===== src/rtl/fic_pkg.sv =====
`default_nettype none

package fic_pkg;

    localparam int FRAC_BITS_DEF     = 12;
    localparam int CORDIC_STAGES_DEF = 16;

    // CORDIC datapath, Q4.30 angles and vectors
    localparam int ANG_W = 34;
    // cosine, Q14 signed
    localparam int COS_W = 17;
    // wide products, sums and divider operands
    localparam int NUM_W = 66;
    // quotient magnitude bits, up to the 2^30 limit
    localparam int QBITS = 31;
    localparam int Q_W   = QBITS + 1;

    // pipeline depth: five stages before the dividers, four after
    localparam int PRE_DIV  = 5;
    localparam int DIV_LAT  = QBITS + 2;
    localparam int POST_DIV = 4;

    localparam logic signed [ANG_W-1:0] GAIN_Q30    = 34'sd652032874;
    localparam logic signed [ANG_W-1:0] PI_Q30      = 34'sd3373259426;
    localparam logic signed [ANG_W-1:0] HALF_PI_Q30 = 34'sd1686629713;

    localparam logic signed [NUM_W-1:0] LIM     = NUM_W'(2**30);
    localparam logic signed [NUM_W-1:0] S16_MAX = NUM_W'(32767);
    localparam logic signed [NUM_W-1:0] S16_MIN = NUM_W'(-32768);

    // arctangent of 2^-i in Q30
    localparam logic [31:0] ATAN_Q30 [32] = '{
        32'd843314857, 32'd497837829, 32'd263043837, 32'd133525159,
        32'd67021687,  32'd33543516,  32'd16775851,  32'd8388437,
        32'd4194283,   32'd2097149,   32'd1048576,   32'd524288,
        32'd262144,    32'd131072,    32'd65536,     32'd32768,
        32'd16384,     32'd8192,      32'd4096,      32'd2048,
        32'd1024,      32'd512,       32'd256,       32'd128,
        32'd64,        32'd32,        32'd16,        32'd8,
        32'd4,         32'd2,         32'd1,         32'd0
    };

    typedef struct packed {
        logic signed [ANG_W-1:0] x;
        logic signed [ANG_W-1:0] y;
        logic signed [ANG_W-1:0] z;
    } cordic_t;

    typedef struct packed {
        logic neg;
        logic sat;
    } div_ctl_t;

    function automatic logic signed [Q_W-1:0] clamp_lim(input logic signed [NUM_W-1:0] v);
        logic signed [NUM_W-1:0] r;
        r = v;
        if (v > LIM)
            r = LIM;
        else if (v < -LIM)
            r = -LIM;
        return r[Q_W-1:0];
    endfunction

    function automatic logic [15:0] sat16(input logic signed [NUM_W-1:0] v);
        logic signed [NUM_W-1:0] r;
        r = v;
        if (v > S16_MAX)
            r = S16_MAX;
        else if (v < S16_MIN)
            r = S16_MIN;
        return r[15:0];
    endfunction

    function automatic int fic_latency(input int stages);
        return stages + PRE_DIV + DIV_LAT + POST_DIV;
    endfunction

endpackage

`default_nettype wire


===== src/rtl/fic_cordic_cell.sv =====
`default_nettype none

// One rotation-mode CORDIC micro-rotation, registered.
module fic_cordic_cell #(
    parameter int IDX = 0
) (
    input  wire logic             clk,
    input  wire fic_pkg::cordic_t cin,
    output fic_pkg::cordic_t      cout
);

    fic_pkg::cordic_t stage_reg;
    fic_pkg::cordic_t stage_next;
    logic signed [fic_pkg::ANG_W-1:0] x, y, z, dx, dy, at;

    // rotate toward z = 0
    always_comb
    begin
        x  = cin.x;
        y  = cin.y;
        z  = cin.z;
        dx = y >>> IDX;
        dy = x >>> IDX;
        at = $signed({2'b00, fic_pkg::ATAN_Q30[IDX]});
        if (z >= 0)
        begin
            stage_next.x = x - dx;
            stage_next.y = y + dy;
            stage_next.z = z - at;
        end
        else
        begin
            stage_next.x = x + dx;
            stage_next.y = y - dy;
            stage_next.z = z + at;
        end
    end

    always_ff @(posedge clk)
    begin
        stage_reg <= stage_next;
    end

    assign cout = stage_reg;

endmodule

`default_nettype wire


===== config.mk =====
export PLATFORM = sky130hd
export DESIGN_NAME = fic_cordic_cell
export DESIGN_NICKNAME = d
export VERILOG_FILES = /design/src/rtl/fic_pkg.sv /design/src/rtl/fic_cordic_cell.sv
export SDC_FILE = /design/constraint.sdc
export NUM_CORES = 1
export LEC_CHECK = 0
export ABC_CLOCK_PERIOD_IN_PS = 7300
export BUFFER_PORTS_ARGS = -buffer_cell sky130_fd_sc_hd__buf_2
export CORE_MARGIN = 2
export CORE_UTILIZATION = 50
export DETAILED_ROUTE_END_ITERATION = 10
export PLACE_DENSITY = 0.81
export RECOVER_POWER = 50
export SYNTH_ARGS = -nofsm -noshare
export SYNTH_HDL_FRONTEND = slang
export SYNTH_SLANG_ARGS = --single-unit

===== constraint.sdc =====
create_clock -name clk -period 7.3 [get_ports clk]
set_input_delay 1.46 -clock clk [delete_from_list [all_inputs] [get_ports clk]]
set_output_delay 1.46 -clock clk [all_outputs]
set_load 0.005 [all_outputs]

# After elaboration in Yosys (flattened, before gate mapping)
# Cells that the tools add are included.
totals:
  reg_bits: 102
  input_bits: 103
  output_inout_bits: 102
  word_cells: 10
op_classes:
  n_addsub: 5
  order_cmp: 1
  mux: 1
ops:
  columns: ["op", "n"]
  rows:
  - ["two-way mux 102 bit", 1]
  - ["subtractor 34 bit", 2]
  - ["adder 34 x 31 -> 34 bit, second input constant", 1]
  - ["adder 34 bit", 1]
  - ["greater-or-equal comparator 34 x 1 -> 1 bit, second input constant", 1]
  - ["subtractor 34 x 31 -> 34 bit, second input constant", 1]

# Logic depth before layout (Yosys ltp)
depth:
  word_depth: 2
  ltp_mapped: 21
  ltp_nobuf: 18

# Worst setup path after synthesis
# OpenSTA, ideal clock, no wires.
synth_timing:
  path_type: "input -> register"
  from: "in cin[33] (netlist name)"
  to: "reg stage_reg (netlist bit cout[29])"
  setup_ns: 0.121
  t_arrival_ns: 5.608
  required_time_ns: 7.179
  slack_ns: 1.571
  cell_stages: 21
  n_path_buf: 3
  path_cell_list: "inv_1 -> ha_1 -> nor4b_1 -> nand4_1 -> nor4_1 -> and4_1 -> nand2b_1 -> buf_2 -> inv_2 -> buf_2 -> buf_1 -> ha_1 -> a211oi_2 -> o21bai_1 -> a221o_1 -> a21o_1 -> a221o_1 -> or3_4 -> a31oi_4 -> o21ai_2 -> xor2_1"
synth_rtl:
  columns: ["item", "line_no", "rtl"]
  rows:
  - ["from (decl)", "fic_cordic_cell.sv:8", "input wire fic_pkg::cordic_t cin,"]
  - ["to (signal assigned)", "fic_cordic_cell.sv:41", "stage_reg <= stage_next;"]
  - ["to (decl)", "fic_cordic_cell.sv:12", "fic_pkg::cordic_t stage_reg;"]

==> results.json <==
{
  "fin_util": 0.584,
  "placed_cell_area_mm2": 0.0107,
  "antenna_found_initial": 0,
  "synth_top_area_cell": "dfxtp_1",
  "setup_viol": 0,
  "wirelength_um": 28800,
  "cts_buffer_depth": 2,
  "synth.area.mux_share": 0.0116,
  "clockRootBuffer": "clkbuf_16",
  "htree_levels": 3,
  "dpl.hpwl_um": 22700,
  "overflow": 0,
  "start_kind": "input port",
  "synth-edff-count": 0,
  "end_kind": "flip-flop",
  "period_minus_slack_ns": 5.87,
  "drc": 0,
  "area_delta_synth_final_pct": 14.3,
  "ys_seq_elements": 101,
  "slew_violations": 0,
  "period_share": 0.804,
  "grt_pass1_vias": 9361,
  "yosys-top-cells-area": "dfxtp_1 21%, ha_1 17%, a21oi_1 7.2%",
  "status": "finished clean",
  "p_int_mw": 1.30,
  "path_class": "input port to flip-flop",
  "yosysWarnings": 0,
  "maxCapViolCount": 0,
  "die-area_mm2": 0.0203,
  "fmax_mhz": 170,
  "cts.repair.resized": 0,
  "holdPathEnd": "cout[33]",
  "cts.clk_slew.worst_paths_ns": 0.07,
  "drtPass1Iterations": 5,
  "crit_fanout": 78,
  "path_delay_family": "simple AND/OR/NAND/NOR gates",
  "post-cts-setup-buffers": 0,
  "die_h_um": 143,
  "synthCells": 1245,
  "layout_common_cells": "153 x buf_2, 139 x a21oi_1, 132 x ha_1",
  "clkPwrFrac": 0.240,
  "min_from": "cin[33]",
  "ys_seq_area_frac": 0.211,
  "syn_nets": 1484,
  "detail-route-antenna-nets": 0,
  "hp-class": "input port to flip-flop",
  "syn_area_per_cell_um2": 7.71,
  "drive_above_1_share": 0.138,
  "synth_compound_area_frac": 0.284,
  "combPwrFrac": 0.416,
  "cts.sinks": 101,
  "finalSetupTns_ns": 0,
  "crit_buf_inv": 5,
  "hold-path-cell-count": 3,
  "drt-vias-per-instance": 6.00,
  "synth_cell_types": 74,
  "place.gp.congestion": 0.971,
  "p_sw_mw": 0.777,
  "largest_register_ffs": 101,
  "synth_top_family_by_area": "compound AO/OA/AOI/OAI gates",
  "synth.top_cell.area_share": 0.211,
  "grt_pass1_wl_um": 46100,
  "synthFlopType": "dfxtp_1",
  "num-fill-cells": 1756,
  "synth-simple-area-share": 0.163,
  "powerDensity_mw_per_mm2": 189,
  "synthAdderAreaFrac": 0.180,
  "holdBufCountCts": 0,
  "critical_path.cell_chain": "buf_2 -> inv_1 -> ha_1 -> nor4b_1 -> nand4_1 -> nor4_1 -> and4_1 -> nand2b_2 -> buf_12 -> inv_2 -> buf_4 -> ha_1 -> and3_1 -> and3_1 -> a211oi_2 -> a311oi_2 -> a221o_1 -> or3_4 -> a31oi_4 -> o21ai_2 -> xor2_1",
  "grt_usage": 0.280,
  "slew_headroom": 0.395,
  "final_common_cell": "buf_2",
  "synthArstFlopShare": 0,
  "fin_nets": 1653,
  "synth_area_mm2": 0.00960,
  "sw_frac_of_total": 0.374,
  "seq_area_mm2": 0.00202,
  "worst_pin_slew_ns": 0.902,
  "rsz0062_at_grt": "false",
  "io_buffers": 204,
  "worst-endpoint-arrival_ns": 6.11,
  "cp.required_ns": 7.54,
  "grt_max_degree": 79,
  "power_frac_seq": 0.345,
  "pre_cts_slack_ns": 1.03,
  "rows": 50,
  "io_pins": 205,
  "fin_area_mm2": 0.0110,
  "cts_buffers": 9,
  "start_util": 0.512,
  "hold_violations": 0,
  "p_leak_nw": 5.14,
  "cts_tree": "done",
  "peakVddDrop_uv": 114,
  "multiInputGateArea_mm2": 0.00693,
  "wl_per_cell_um": 17.4,
  "core_area_mm2": 0.0188,
  "crit_path_max_incr_delay_ns": 0.40,
  "synth_xor_area_frac": 0.0830,
  "cp_slowest_cell": "ha_1",
  "dr_total_vias": 9906,
  "die_x_um": 143,
  "n_antenna_cell": 0,
  "drtIter0Drc": 1150,
  "timing.final.ws_setup_ns": 1.43
}
-- final cells by class --
type | count | share of cell area
multi-input combinational | 980 | 0.632
clock inverter | 6 | 0.00650
timing repair buffer | 207 | 0.0905
clock buffer | 9 | 0.0205
inverter | 115 | 0.0394
tap | 234 | 0.0267
sequential | 101 | 0.184
-- synthesized netlist by cell type, types with 4 or more instances --
cell type and count:
a211oi_1 15, a21boi_0 6, a21o_1 39, a21oi_1 139
a221oi_1 6, a31oi_1 18, and2_1 5, and3_1 9
and4_1 6, buf_1 8, buf_2 14, clkbuf_1 24
dfxtp_1 101, fa_1 4, ha_1 132, inv_1 113
mux2i_1 10, nand2_1 64, nand2b_1 26, nand3_1 17
nand3b_1 5, nand4_1 12, nor2_1 109, nor2b_1 12
nor3_1 22, nor4_1 12, o211ai_1 12, o21a_1 5
o21ai_0 81, o21bai_1 34, o221ai_1 5, o22ai_1 7
o31a_1 4, o31ai_1 10, or4_1 5, xnor2_1 74
xor2_1 17
-- how the worst max path moves through the flow --
stage,startpoint,endpoint,slack [ns],cells after the start
2_1_floorplan,cin[33],cout[29],1.57,21
3_3_place_gp,cin[33],cout[29],1.13,21
3_5_place_dp,cin[33],cout[29],1.03,21
4_1_cts,cin[33],cout[29],1.41,21
5_1_grt,cin[33],cout[29],1.12,21
6_report,cin[33],cout[29],1.43,21
-- layer usage --
metal	track usage	wire length [µm]
met5	0	0
met1	0.359	12100
met2	0.475	13600
met3	0.0320	2190
met4	0.120	937
-- cell families after synthesis --
group	count (synthesis)
AOI/OAI and AO/OA	423
and+or+nand+nor	319
buffers and inverters	164
adders and majority gates	136
DFF	101
xor gates and xnor gates	91
muxes	11
-- through the flow --
step	hold slack, ns	power [mW]	cells
2_1_floorplan	1.56	1.27	1245
3_3_place_gp	1.73	1.58	1637
3_5_place_dp	1.73	1.58	1637
4_1_cts	1.35	2.09	1652
5_1_grt	1.41	2.20	1652
6_report	1.39	2.07	1652
-- power by group through the flow --
stage / clock network, mW / logic, mW / registers [mW]
after CTS: 0.505 / 0.866 / 0.714
after global placement: 0 / 0.854 / 0.724
after detailed placement: 0 / 0.859 / 0.725
after global routing: 0.527 / 0.946 / 0.726
after floorplan: 0 / 0.523 / 0.743
final: 0.497 / 0.862 / 0.715
Power figures use the tool's default switching activity.
